==> src/sv/tpkl_pkg.sv <==
// ----------------------------------------------------------------------------
// tpkl_pkg
// shared types and constants of the throttle pid block with knob speed cap
// ----------------------------------------------------------------------------
package tpkl_pkg;

   localparam int KNOB_AVG_DEPTH_DEF = 8;
   localparam int KNOB_W             = 10;
   localparam int SPEED_W            = 16;
   localparam int GAIN_W             = 16;
   localparam int TIME_W             = 32;
   localparam int CSR_IDX_W          = 3;
   localparam int CSR_DATA_W         = 16;
   localparam int ERR_W              = 18;
   localparam int INTEG_W            = 20;
   localparam int MUL_A_W            = 20;
   localparam int MUL_B_W            = 16;
   localparam int MUL_P_W            = MUL_A_W + MUL_B_W;
   localparam int DIV_N_W            = 36;
   localparam int DIV_D_W            = 32;
   localparam int TERM_W             = 38;

   localparam logic [INTEG_W-1:0] INTEG_MAX      = 20'd786432;
   localparam int                 INTEG_STEP_DIV = 300;
   localparam int                 CAP_DIV        = 10;

   localparam logic [15:0] PROP_GAIN_RST = 16'd256;
   localparam logic [15:0] DERIV_GAIN_RST = 16'd0;
   localparam logic [15:0] INTEG_GAIN_RST = 16'd0;
   localparam logic [15:0] OUT_MIN_RST   = 16'd0;
   localparam logic [15:0] OUT_MAX_RST   = 16'd256;
   localparam logic [15:0] INTERVAL_RST  = 16'd50;

   typedef enum logic [CSR_IDX_W-1:0] {
      CSR_PROP_GAIN  = 3'd0,
      CSR_DERIV_GAIN = 3'd1,
      CSR_INTEG_GAIN = 3'd2,
      CSR_OUT_MIN    = 3'd3,
      CSR_OUT_MAX    = 3'd4,
      CSR_INTERVAL   = 3'd5
   } csr_index_type;

   typedef enum logic [3:0] {
      ST_IDLE,
      ST_CAP,
      ST_PMUL,
      ST_IDIV,
      ST_DMUL,
      ST_DDIV,
      ST_IMUL,
      ST_SUM,
      ST_DONE
   } state_type;

endpackage

==> src/sv/throttle_pid_with_knob_limit_unit.sv <==
// ----------------------------------------------------------------------------
// throttle_pid_with_knob_limit_unit
// pid throttle loop with integral clamp and knob-derived speed cap
// ----------------------------------------------------------------------------
// One transaction in gives one throttle value out. The knob sample is averaged
// over a ring and the mean, times 256 and divided by ten, caps the target
// speed; a target of zero or less gives zero and clears the integral. A pid
// update runs once more than the interval register, in ms, has passed, otherwise
// the held output is repeated. When the proportional product reaches 65536 the
// integral is cleared and its step skipped. Every product goes through one
// bit-serial multiplier and every quotient through one restoring divider, used
// in turn for the cap, the integral step and the derivative. A finished result
// waits in the done state until the output is free. The next transaction is
// taken while a result still waits on the output.
module throttle_pid_with_knob_limit_unit #(
   parameter int KNOB_AVG_DEPTH = tpkl_pkg::KNOB_AVG_DEPTH_DEF
) (
   input  logic clock,
   input  logic reset,
   input  logic req_valid,
   output logic req_ready,
   input  logic signed [tpkl_pkg::SPEED_W-1:0] req_measured_speed,
   input  logic signed [tpkl_pkg::SPEED_W-1:0] req_target_speed,
   input  logic [tpkl_pkg::KNOB_W-1:0]         req_knob_sample,
   input  logic [tpkl_pkg::TIME_W-1:0]         req_now_ms,
   output logic rsp_valid,
   input  logic rsp_ready,
   output logic signed [tpkl_pkg::SPEED_W-1:0] rsp_throttle,
   input  logic                              csr_we,
   input  logic [tpkl_pkg::CSR_IDX_W-1:0]    csr_index,
   input  logic [tpkl_pkg::CSR_DATA_W-1:0]   csr_wdata
);
   import tpkl_pkg::*;

   localparam int PTR_W = (KNOB_AVG_DEPTH > 1) ? $clog2(KNOB_AVG_DEPTH) : 1;
   localparam int FILL_W = $clog2(KNOB_AVG_DEPTH + 1);
   localparam int SUM_W = KNOB_W + FILL_W;
   localparam int CDV_W = FILL_W + 4;
   localparam int CAP_W = ERR_W - 1;
   localparam int ACC_W = INTEG_W + 2;
   localparam int OUT_W = TERM_W - 8;

   // configuration
   logic [GAIN_W-1:0]         kp_ff, kd_ff, ki_ff;
   logic signed [SPEED_W-1:0] omin_ff, omax_ff;
   logic [15:0]               ival_ff;

   always_ff @(posedge clock) begin
      if (reset) begin
         kp_ff   <= PROP_GAIN_RST;
         kd_ff   <= DERIV_GAIN_RST;
         ki_ff   <= INTEG_GAIN_RST;
         omin_ff <= OUT_MIN_RST;
         omax_ff <= OUT_MAX_RST;
         ival_ff <= INTERVAL_RST;
      end else if (csr_we) begin
         unique case (csr_index)
            CSR_PROP_GAIN:  kp_ff   <= csr_wdata;
            CSR_DERIV_GAIN: kd_ff   <= csr_wdata;
            CSR_INTEG_GAIN: ki_ff   <= csr_wdata;
            CSR_OUT_MIN:    omin_ff <= csr_wdata;
            CSR_OUT_MAX:    omax_ff <= csr_wdata;
            CSR_INTERVAL:   ival_ff <= csr_wdata;
            default: ;
         endcase
      end
   end

   // state
   state_type                 state_ff, state_in;
   logic [KNOB_W-1:0]         ring_ff [KNOB_AVG_DEPTH];
   logic [PTR_W-1:0]          ptr_ff, ptr_in;
   logic [FILL_W-1:0]         fill_ff, fill_in;
   logic [SUM_W-1:0]          sum_ff, sum_in;
   logic [INTEG_W-1:0]        integ_ff, integ_in;
   logic signed [ERR_W-1:0]   lerr_ff, lerr_in;
   logic signed [SPEED_W-1:0] held_ff, held_in;
   logic [TIME_W-1:0]         lupd_ff, lupd_in;
   logic signed [SPEED_W-1:0] meas_ff, meas_in, targ_ff, targ_in;
   logic [TIME_W-1:0]         now_ff, now_in, elap_ff, elap_in;
   logic signed [ERR_W-1:0]   err_ff, err_in;
   logic signed [TERM_W-1:0]  pterm_ff, pterm_in, dterm_ff, dterm_in;
   logic signed [TERM_W-1:0]  iterm_ff, iterm_in;
   logic signed [SPEED_W-1:0] res_ff, res_in;
   logic                      rspv_ff, rspv_in;
   logic signed [SPEED_W-1:0] rspd_ff, rspd_in;

   // shared arithmetic
   logic                 mul_start, mul_done, div_start, div_done;
   logic [MUL_A_W-1:0]   mul_a;
   logic [MUL_B_W-1:0]   mul_b;
   logic [MUL_P_W-1:0]   mul_p;
   logic [DIV_N_W-1:0]   div_n, div_q;
   logic [DIV_D_W-1:0]   div_d;

   tpkl_mul #(.A_W(MUL_A_W), .B_W(MUL_B_W)) u_mul (
      .clock(clock), .reset(reset), .start(mul_start), .a(mul_a), .b(mul_b),
      .done(mul_done), .product(mul_p)
   );

   tpkl_div #(.N_W(DIV_N_W), .D_W(DIV_D_W)) u_div (
      .clock(clock), .reset(reset), .start(div_start), .dividend(div_n),
      .divisor(div_d), .done(div_done), .quotient(div_q)
   );

   logic                      accept, full;
   logic [KNOB_W-1:0]         old_knob;
   logic [CAP_W-1:0]          cap;
   logic signed [ERR_W-1:0]   teff;
   logic [TIME_W-1:0]         elap;
   logic [ERR_W-2:0]          err_mag;
   logic signed [ERR_W:0]     de;
   logic [ERR_W-1:0]          de_mag;
   logic signed [TERM_W-1:0]  pmag_s, dmag_s;
   logic signed [ACC_W-1:0]   acc;
   logic signed [TERM_W-1:0]  total;
   logic signed [OUT_W-1:0]   scaled;

   assign accept   = req_valid && req_ready;
   assign full     = (fill_ff == FILL_W'(KNOB_AVG_DEPTH));
   assign old_knob = ring_ff[ptr_ff];
   assign err_mag  = err_ff[ERR_W-1] ? (ERR_W-1)'(-err_ff) : err_ff[ERR_W-2:0];
   assign de       = {err_ff[ERR_W-1], err_ff} - {lerr_ff[ERR_W-1], lerr_ff};
   assign de_mag   = de[ERR_W] ? ERR_W'(-de) : de[ERR_W-1:0];

   always_comb begin
      state_in  = state_ff;
      ptr_in    = ptr_ff;
      fill_in   = fill_ff;
      sum_in    = sum_ff;
      integ_in  = integ_ff;
      lerr_in   = lerr_ff;
      held_in   = held_ff;
      lupd_in   = lupd_ff;
      meas_in   = meas_ff;
      targ_in   = targ_ff;
      now_in    = now_ff;
      elap_in   = elap_ff;
      err_in    = err_ff;
      pterm_in  = pterm_ff;
      dterm_in  = dterm_ff;
      iterm_in  = iterm_ff;
      res_in    = res_ff;
      rspv_in   = rspv_ff && !rsp_ready;
      rspd_in   = rspd_ff;
      mul_start = 1'b0;
      mul_a     = MUL_A_W'(err_mag);
      mul_b     = kp_ff;
      div_start = 1'b0;
      div_n     = DIV_N_W'({err_mag, 8'b0});
      div_d     = DIV_D_W'(INTEG_STEP_DIV);
      cap       = div_q[CAP_W-1:0];
      teff      = (ERR_W'(targ_ff) > $signed({1'b0, cap})) ? $signed({1'b0, cap})
                                                          : ERR_W'(targ_ff);
      elap      = now_ff - lupd_ff;
      pmag_s    = $signed(TERM_W'(mul_p));
      dmag_s    = $signed(TERM_W'(div_q));
      acc       = $signed(ACC_W'(integ_ff));
      total     = pterm_ff + dterm_ff + iterm_ff;
      scaled    = OUT_W'(total >>> 8);

      unique case (state_ff)
         ST_IDLE: begin
            if (req_valid) begin
               meas_in = req_measured_speed;
               targ_in = req_target_speed;
               now_in  = req_now_ms;
               if (full) begin
                  sum_in = sum_ff - SUM_W'(old_knob) + SUM_W'(req_knob_sample);
               end else begin
                  sum_in  = sum_ff + SUM_W'(req_knob_sample);
                  fill_in = fill_ff + 1'b1;
               end
               ptr_in = (ptr_ff == PTR_W'(KNOB_AVG_DEPTH - 1)) ? '0 : ptr_ff + 1'b1;
               if (req_target_speed <= 0) begin
                  integ_in = '0;
                  held_in  = '0;
                  res_in   = '0;
                  state_in = ST_DONE;
               end else begin
                  div_start = 1'b1;
                  div_n     = DIV_N_W'({sum_in, 8'b0});
                  div_d     = DIV_D_W'(CDV_W'(fill_in) * CDV_W'(CAP_DIV));
                  state_in  = ST_CAP;
               end
            end
         end
         ST_CAP: begin
            if (div_done) begin
               err_in  = teff - ERR_W'(meas_ff);
               elap_in = elap;
               if (elap > TIME_W'(ival_ff)) begin
                  mul_start = 1'b1;
                  mul_a     = MUL_A_W'(err_in[ERR_W-1] ? (ERR_W-1)'(-err_in)
                                                      : err_in[ERR_W-2:0]);
                  mul_b     = kp_ff;
                  state_in  = ST_PMUL;
               end else begin
                  res_in   = held_ff;
                  state_in = ST_DONE;
               end
            end
         end
         ST_PMUL: begin
            if (mul_done) begin
               pterm_in = err_ff[ERR_W-1] ? -pmag_s : pmag_s;
               if (mul_p < MUL_P_W'(65536)) begin
                  div_start = 1'b1;
                  state_in  = ST_IDIV;
               end else begin
                  integ_in  = '0;
                  mul_start = 1'b1;
                  mul_a     = MUL_A_W'(de_mag);
                  mul_b     = kd_ff;
                  state_in  = ST_DMUL;
               end
            end
         end
         ST_IDIV: begin
            if (div_done) begin
               if (err_ff[ERR_W-1]) begin
                  acc = acc - $signed(ACC_W'(div_q));
               end else begin
                  acc = acc + $signed(ACC_W'(div_q));
               end
               if (acc < 0) begin
                  integ_in = '0;
               end else if (acc > $signed(ACC_W'(INTEG_MAX))) begin
                  integ_in = INTEG_MAX;
               end else begin
                  integ_in = acc[INTEG_W-1:0];
               end
               mul_start = 1'b1;
               mul_a     = MUL_A_W'(de_mag);
               mul_b     = kd_ff;
               state_in  = ST_DMUL;
            end
         end
         ST_DMUL: begin
            if (mul_done) begin
               div_start = 1'b1;
               div_n     = DIV_N_W'(mul_p);
               div_d     = elap_ff;
               state_in  = ST_DDIV;
            end
         end
         ST_DDIV: begin
            if (div_done) begin
               dterm_in  = de[ERR_W] ? -dmag_s : dmag_s;
               mul_start = 1'b1;
               mul_a     = MUL_A_W'(integ_ff);
               mul_b     = ki_ff;
               state_in  = ST_IMUL;
            end
         end
         ST_IMUL: begin
            if (mul_done) begin
               iterm_in = $signed(TERM_W'(mul_p >> 8));
               state_in = ST_SUM;
            end
         end
         ST_SUM: begin
            if (scaled > OUT_W'(omax_ff)) begin
               res_in = omax_ff;
            end else begin
               res_in = scaled[SPEED_W-1:0];
            end
            if (scaled < OUT_W'(omin_ff) || omin_ff > omax_ff) begin
               if (scaled < OUT_W'(omin_ff) || scaled > OUT_W'(omax_ff)) begin
                  res_in = omin_ff;
               end
            end
            lerr_in  = err_ff;
            lupd_in  = now_ff;
            state_in = ST_DONE;
         end
         ST_DONE: begin
            if (!rspv_ff || rsp_ready) begin
               rspv_in  = 1'b1;
               rspd_in  = res_ff;
               held_in  = res_ff;
               state_in = ST_IDLE;
            end
         end
         default: state_in = ST_IDLE;
      endcase
   end

   always_ff @(posedge clock) begin
      meas_ff  <= meas_in;
      targ_ff  <= targ_in;
      now_ff   <= now_in;
      elap_ff  <= elap_in;
      err_ff   <= err_in;
      pterm_ff <= pterm_in;
      dterm_ff <= dterm_in;
      iterm_ff <= iterm_in;
      res_ff   <= res_in;
      rspd_ff  <= rspd_in;
      if (accept) begin
         ring_ff[ptr_ff] <= req_knob_sample;
      end
      if (reset) begin
         state_ff <= ST_IDLE;
         ptr_ff   <= '0;
         fill_ff  <= '0;
         sum_ff   <= '0;
         integ_ff <= '0;
         lerr_ff  <= '0;
         held_ff  <= '0;
         lupd_ff  <= '0;
         rspv_ff  <= 1'b0;
      end else begin
         state_ff <= state_in;
         ptr_ff   <= ptr_in;
         fill_ff  <= fill_in;
         sum_ff   <= sum_in;
         integ_ff <= integ_in;
         lerr_ff  <= lerr_in;
         held_ff  <= held_in;
         lupd_ff  <= lupd_in;
         rspv_ff  <= rspv_in;
      end
   end

   assign req_ready    = (state_ff == ST_IDLE);
   assign rsp_valid    = rspv_ff;
   assign rsp_throttle = rspd_ff;

   a_integ_range: assert property (@(posedge clock) disable iff (reset)
      integ_ff <= INTEG_MAX) else $error("integral out of range");

   a_fill_range: assert property (@(posedge clock) disable iff (reset)
      fill_ff <= FILL_W'(KNOB_AVG_DEPTH)) else $error("fill count overrun");

   a_busy_after_accept: assert property (@(posedge clock) disable iff (reset)
      accept |=> !req_ready) else $error("transaction taken while busy");

   a_no_overwrite: assert property (@(posedge clock) disable iff (reset)
      (rspv_ff && !rsp_ready) |=> $stable(rspd_ff)) else $error("result lost");

endmodule

==> src/sv/tpkl_mul.sv <==
// ----------------------------------------------------------------------------
// tpkl_mul
// unsigned shift-and-add multiplier, one multiplier bit per cycle
// ----------------------------------------------------------------------------
module tpkl_mul #(
   parameter int A_W = tpkl_pkg::MUL_A_W,
   parameter int B_W = tpkl_pkg::MUL_B_W
) (
   input  logic           clock,
   input  logic           reset,
   input  logic           start,
   input  logic [A_W-1:0] a,
   input  logic [B_W-1:0] b,
   output logic           done,
   output logic [A_W+B_W-1:0] product
);
   import tpkl_pkg::*;

   localparam int P_W = A_W + B_W;
   localparam int C_W = $clog2(B_W + 1);

   logic [P_W-1:0] acc_ff, acc_in, a_ff, a_in;
   logic [B_W-1:0] b_ff, b_in;
   logic [C_W-1:0] cnt_ff, cnt_in;
   logic           run_ff, run_in, done_ff, done_in;

   always_comb begin
      acc_in  = acc_ff;
      a_in    = a_ff;
      b_in    = b_ff;
      cnt_in  = cnt_ff;
      run_in  = run_ff;
      done_in = 1'b0;
      if (start) begin
         acc_in = '0;
         a_in   = P_W'(a);
         b_in   = b;
         cnt_in = '0;
         run_in = 1'b1;
      end else if (run_ff) begin
         acc_in = acc_ff + (b_ff[0] ? a_ff : '0);
         a_in   = a_ff << 1;
         b_in   = b_ff >> 1;
         cnt_in = cnt_ff + 1'b1;
         if (cnt_ff == C_W'(B_W - 1)) begin
            run_in  = 1'b0;
            done_in = 1'b1;
         end
      end
   end

   always_ff @(posedge clock) begin
      acc_ff <= acc_in;
      a_ff   <= a_in;
      b_ff   <= b_in;
      cnt_ff <= cnt_in;
      if (reset) begin
         run_ff  <= 1'b0;
         done_ff <= 1'b0;
      end else begin
         run_ff  <= run_in;
         done_ff <= done_in;
      end
   end

   assign done    = done_ff;
   assign product = acc_ff;

endmodule

==> src/sv/tpkl_div.sv <==
// ----------------------------------------------------------------------------
// tpkl_div
// unsigned restoring divider, one quotient bit per cycle
// ----------------------------------------------------------------------------
module tpkl_div #(
   parameter int N_W = tpkl_pkg::DIV_N_W,
   parameter int D_W = tpkl_pkg::DIV_D_W
) (
   input  logic           clock,
   input  logic           reset,
   input  logic           start,
   input  logic [N_W-1:0] dividend,
   input  logic [D_W-1:0] divisor,
   output logic           done,
   output logic [N_W-1:0] quotient
);
   import tpkl_pkg::*;

   localparam int C_W = $clog2(N_W + 1);

   logic [N_W-1:0] quo_ff, quo_in;
   logic [D_W-1:0] rem_ff, rem_in, dvr_ff, dvr_in;
   logic [C_W-1:0] cnt_ff, cnt_in;
   logic           run_ff, run_in, done_ff, done_in;
   logic [D_W:0]   trial, diff;

   always_comb begin
      quo_in  = quo_ff;
      rem_in  = rem_ff;
      dvr_in  = dvr_ff;
      cnt_in  = cnt_ff;
      run_in  = run_ff;
      done_in = 1'b0;
      trial   = {rem_ff, quo_ff[N_W-1]};
      diff    = trial - {1'b0, dvr_ff};
      if (start) begin
         quo_in = dividend;
         rem_in = '0;
         dvr_in = divisor;
         cnt_in = '0;
         run_in = 1'b1;
      end else if (run_ff) begin
         if (!diff[D_W]) begin
            rem_in = diff[D_W-1:0];
            quo_in = {quo_ff[N_W-2:0], 1'b1};
         end else begin
            rem_in = trial[D_W-1:0];
            quo_in = {quo_ff[N_W-2:0], 1'b0};
         end
         cnt_in = cnt_ff + 1'b1;
         if (cnt_ff == C_W'(N_W - 1)) begin
            run_in  = 1'b0;
            done_in = 1'b1;
         end
      end
   end

   always_ff @(posedge clock) begin
      quo_ff <= quo_in;
      rem_ff <= rem_in;
      dvr_ff <= dvr_in;
      cnt_ff <= cnt_in;
      if (reset) begin
         run_ff  <= 1'b0;
         done_ff <= 1'b0;
      end else begin
         run_ff  <= run_in;
         done_ff <= done_in;
      end
   end

   assign done     = done_ff;
   assign quotient = quo_ff;

endmodule

==> config.mk <==
export PLATFORM = sky130hd
export DESIGN_NAME = throttle_pid_with_knob_limit_unit
export DESIGN_NICKNAME = d
export VERILOG_FILES = /design/src/sv/tpkl_pkg.sv /design/src/sv/throttle_pid_with_knob_limit_unit.sv /design/src/sv/tpkl_mul.sv /design/src/sv/tpkl_div.sv
export SDC_FILE = /design/constraint.sdc
export NUM_CORES = 2
export LEC_CHECK = 0
export BUFFER_PORTS_ARGS = -buffer_cell sky130_fd_sc_hd__buf_2
export CORE_MARGIN = 2
export CORE_UTILIZATION = 35
export DETAILED_ROUTE_END_ITERATION = 7
export PLACE_DENSITY = 0.51
export SYNTH_ARGS = -nofsm -noshare
export SYNTH_HDL_FRONTEND = slang
export SYNTH_SLANG_ARGS = --single-unit
==> constraint.sdc <==
create_clock -name clock -period 8.4 [get_ports clock]
set_clock_uncertainty 0.15 [all_clocks]
set_input_delay 1.68 -clock clock [delete_from_list [all_inputs] [get_ports clock]]
set_output_delay 1.68 -clock clock [all_outputs]
set_load 0.05 [all_outputs]
==> summary.txt <==
CTS
  • Number of buffers added by the clock tree synthesis step: just under 90
  • Number of gates given a new drive strength after cts: 0
  • TritonCTS Sinks: ~740
  • Clk Latency, worst-skew pair: approximately 0.70 ns
  • Total of hold buffers inserted after clock tree synthesis: 0
  • CTS tree: done
  • Clk root buf: sky130_fd_sc_hd__clkbuf_16
  • Post-CTS repair timing setup buffer count: 0
  • Clock transition at the register clock pins on the worst setup and hold paths after CTS: 0.06 ns
  • Clk buf depth: 3
  • Number of levels in the clock H-tree: 3

Setup path
  • Worst Setup End Kind: register
  • Data required time of the critical path: slightly below 9 ns
  • CP Data Arrival Time: 7.61 ns
  • Startpoint kind of the worst setup timing path: register
  • Number of cells traversed by the worst register-to-register path: 28
  • Worst R2R Setup Slack: 1.08 ns
  • Cell with the largest stage delay on the worst path: sky130_fd_sc_hd__fa_1
  • Largest fanout on the critical path: 18
  • Library cell appearing most often on the critical path: sky130_fd_sc_hd__mux2i_1
  • Reg-to-reg critical path endpoint: res_ff[11]
  • Worst Setup Path Type: reg -> reg
  • Largest stage delay on the critical path: ~0.53 ns
  • Worst r2r src: pterm_ff[7]

Timing
  • Total of endpoints with negative setup slack in the final report: 0
  • Fin Setup TNS: 0 ns
  • Number of max-slew violations in the final report: 0
  • Shortest clock period the worst path allows after layout: approximately 7.3 ns
  • Unrepaired setup endpoints after global routing: no
  • Maximum operating frequency: 137 MHz
  • Tcrit/Tclk final: around 87%
  • Worst max-slew margin expressed relative to the limit: 20.7%
  • Worst-margin pin slew: ~1.2 ns
  • Least setup slack across all paths after layout: 1.08 ns
  • Number of hold violations in the final report: 0

Min path
  • Capture endpoint of the worst hold path: rsp_throttle[7]
  • Worst Hold Launch: res_ff[7]
  • Hold Path Cell Cnt: 0
  • HP Class: reg -> reg

Drt
  • Vias/cell: 5.34
  • Post-DR wirelength/cell: 20.9 um
  • Number of iterations in the first detailed-routing pass: 6
  • DRT iter0 DRCs: 2691
  • Final antenna-violating net count: 0
  • Drc violations: 0
  • Via count of the routed design: 34800
  • Total wire length: 136000 um

Layout
  • Final instance count without filler cells: roughly 6500
  • Fillers: 12600
  • Top library cells by usage in the layout, fill and taps aside: 546 x sky130_fd_sc_hd__nand2_1, 434 x sky130_fd_sc_hd__edfxtp_1, 415 x sky130_fd_sc_hd__a21oi_1
  • Area growth from synthesis to layout: 12.2%
  • Layout Nets: roughly 5300
  • Multi-input logic area: 24000 um^2
  • Share of layout cells above drive strength 1: 8.91%
  • Leading cell type in the layout, fill and taps excluded: sky130_fd_sc_hd__nand2_1
  • FF/Latch Area: 19200 um^2

Power and ir drop
  • Combinational fraction of design power: 23.8%
  • Switching part of the total power: 31.4%
  • Switching Power: 3.44 mW
  • Internal power: ~7.5 mW
  • Leakage dissipation: 19.3 nW
  • Reg power frac: 39.7%
  • Power density cells: 217 nW/um^2
  • Total design power: 11.0 mW
  • Part of the total power dissipated in the clock network: about 37%
  • Highest ir drop seen on vdd: between 0.15 and 0.2 mV

Global route
  • Total GRT Usage: roughly 20%
  • Maximum number of pins on one net before global-route repair: 151
  • Antenna violations before repair: 8
  • Global-route wire length before repair: between 200000 and 250000 um
  • Gr ovfl total: 0
  • Vias in the first global route: 33400

Yosys
  • Number of nets in the synthesized netlist: 5195
  • Fraction of registers with async set or reset after synthesis: 0%
  • Average cell area after synthesis: 9.58 um^2
  • Top_reg_cell synth: sky130_fd_sc_hd__edfxtp_1
  • Number of enable flip-flop cells after synthesis: approximately 430
  • Netlist Area Pre-Place: around 45000 um^2
  • Fraction of the yosys area taken by sequential cells: 42.7%
  • Synth warn: 0
  • Number of standard cells after synthesis: approximately 4700
  • Synth Register Bits: about 740
  • Post-synth cell types: between 80 and 90

Floorplanning
  • Chip width: 363 um
  • Height of the die: 363 um
  • Core box area: 128000 um^2
  • Boundary Pins: 116
  • Initial core utilization: around a third
  • Overall die area: ~130000 um^2
  • Floorplan row count: roughly 130

Placement
  • Port bufs: 115
  • Placed Cells incl. Taps: 6347
  • Placer Congestion: 0.894
  • Minimum setup slack after placement: 1.10 ns
  • DP HPWL: 102000 um

Job
  • Max-cap violation count: 0

Outcome
  • Run status: finished, final reports clean
power by group through the flow:
| stage | logic, mW | clock network, mW | registers [mW] |
|---|---|---|---|
| floorplan | 1.90 | 0 | 4.33 |
| global placement | 2.59 | 0 | 4.42 |
| detailed placement | 2.59 | 0 | 4.42 |
| CTS | 2.60 | 4.11 | 4.34 |
| global route | 2.90 | 4.24 | 4.37 |
| finish | 2.61 | 4.00 | 4.34 |
through the flow:
step | util [%] | area (um^2) | hold WS, ns
CTS | 39.6 | 50600 | 0.284
finish | 39.6 | 50600 | 0.282
global placement | 37.2 | 47500 | 0.292
floorplan | - | 45100 | 0.277
global route | 39.6 | 50600 | 0.305
detailed placement | 37.2 | 47500 | 0.291
per-layer routing:
metal	wire length (um)	share of wire, %	global-route usage, %
met2	61600	45	32.6
met5	0	0	0
met4	3100	2.3	5.20
met3	6870	5.0	2.79
met1	64800	48	29.1
cell families (layout without fill, tap and decap cells):
family | Yosys count | after routing | share of synthesized area, %
simple gates | 1409 | 1409 | 14.6
compound gates | 1179 | 1179 | 16.6
flops | 744 | 744 | 42.7
buf+inv | 513 | 659 | 4.34
fa+ha+maj | 393 | 393 | 11.7
xor+xnor | 318 | 318 | 6.20
mux | 148 | 148 | 3.92
other cells | 0 | 3 | 0
layout make-up:
| cell class | count | share of cell area [%] |
|---|---|---|
| multi-input combinational | 3447 | 47.4 |
| sequential | 744 | 38.0 |
| clock buffer | 102 | 4.66 |
| tap | 1662 | 4.11 |
| inverter | 320 | 2.38 |
| timing repair buffer | 174 | 2.05 |
| clock inverter | 63 | 1.32 |
| antenna | 3 | 0.0148 |
flip-flops by register name, indices dropped and copies added, names as in the netlist, 20 cells and up, named ones only:
name            flops
iterm_ff           28
now_ff             32
u_div.dvr_ff       32
u_mul.product      36
lupd_ff            32
pterm_ff           38
dterm_ff           38
u_div.rem_ff       32
elap_ff            32
u_div.quotient     36
integ_ff           20
ring_ff            80
u_mul.a_ff         36
worst max-delay path by stage:
stage                      startpoint          to  slack (ns)  depth (start not counted)
after floorplan           pterm_ff[7]  res_ff[13]        1.47                         30
after global placement    pterm_ff[7]  res_ff[11]        1.22                         28
after detailed placement  pterm_ff[7]  res_ff[11]        1.10                         28
after CTS                 pterm_ff[7]  res_ff[15]        1.07                         28
after global routing      pterm_ff[7]  res_ff[15]        0.68                         28
final                     pterm_ff[7]  res_ff[11]        1.08                         28
critical path: cells and delay by family, from the launching register on:
family,cells,cell delay [ns]
compound gates,13,3.32
fa+ha+maj,3,1.15
simple gates,5,1.01
mux,3,0.58
buf+inv,3,0.41
flops,1,0.33
xor+xnor,1,0.11
synthesized netlist by cell type (92+ instances only):
master | number | area share (%)
sky130_fd_sc_hd__nand2_1 | 546 | 4.5
sky130_fd_sc_hd__nor2_1 | 347 | 2.9
sky130_fd_sc_hd__a21oi_1 | 415 | 4.6
sky130_fd_sc_hd__o21ai_0 | 192 | 2.1
sky130_fd_sc_hd__dfxtp_1 | 310 | 14
sky130_fd_sc_hd__inv_1 | 320 | 2.7
sky130_fd_sc_hd__ha_1 | 348 | 9.7
sky130_fd_sc_hd__clkbuf_1 | 167 | 1.4
sky130_fd_sc_hd__a21o_1 | 92 | 1.5
sky130_fd_sc_hd__xnor2_1 | 238 | 4.6
sky130_fd_sc_hd__edfxtp_1 | 434 | 29
sky130_fd_sc_hd__mux2i_1 | 101 | 2.2
Note: power is estimated with default switching activity, not from simulation.
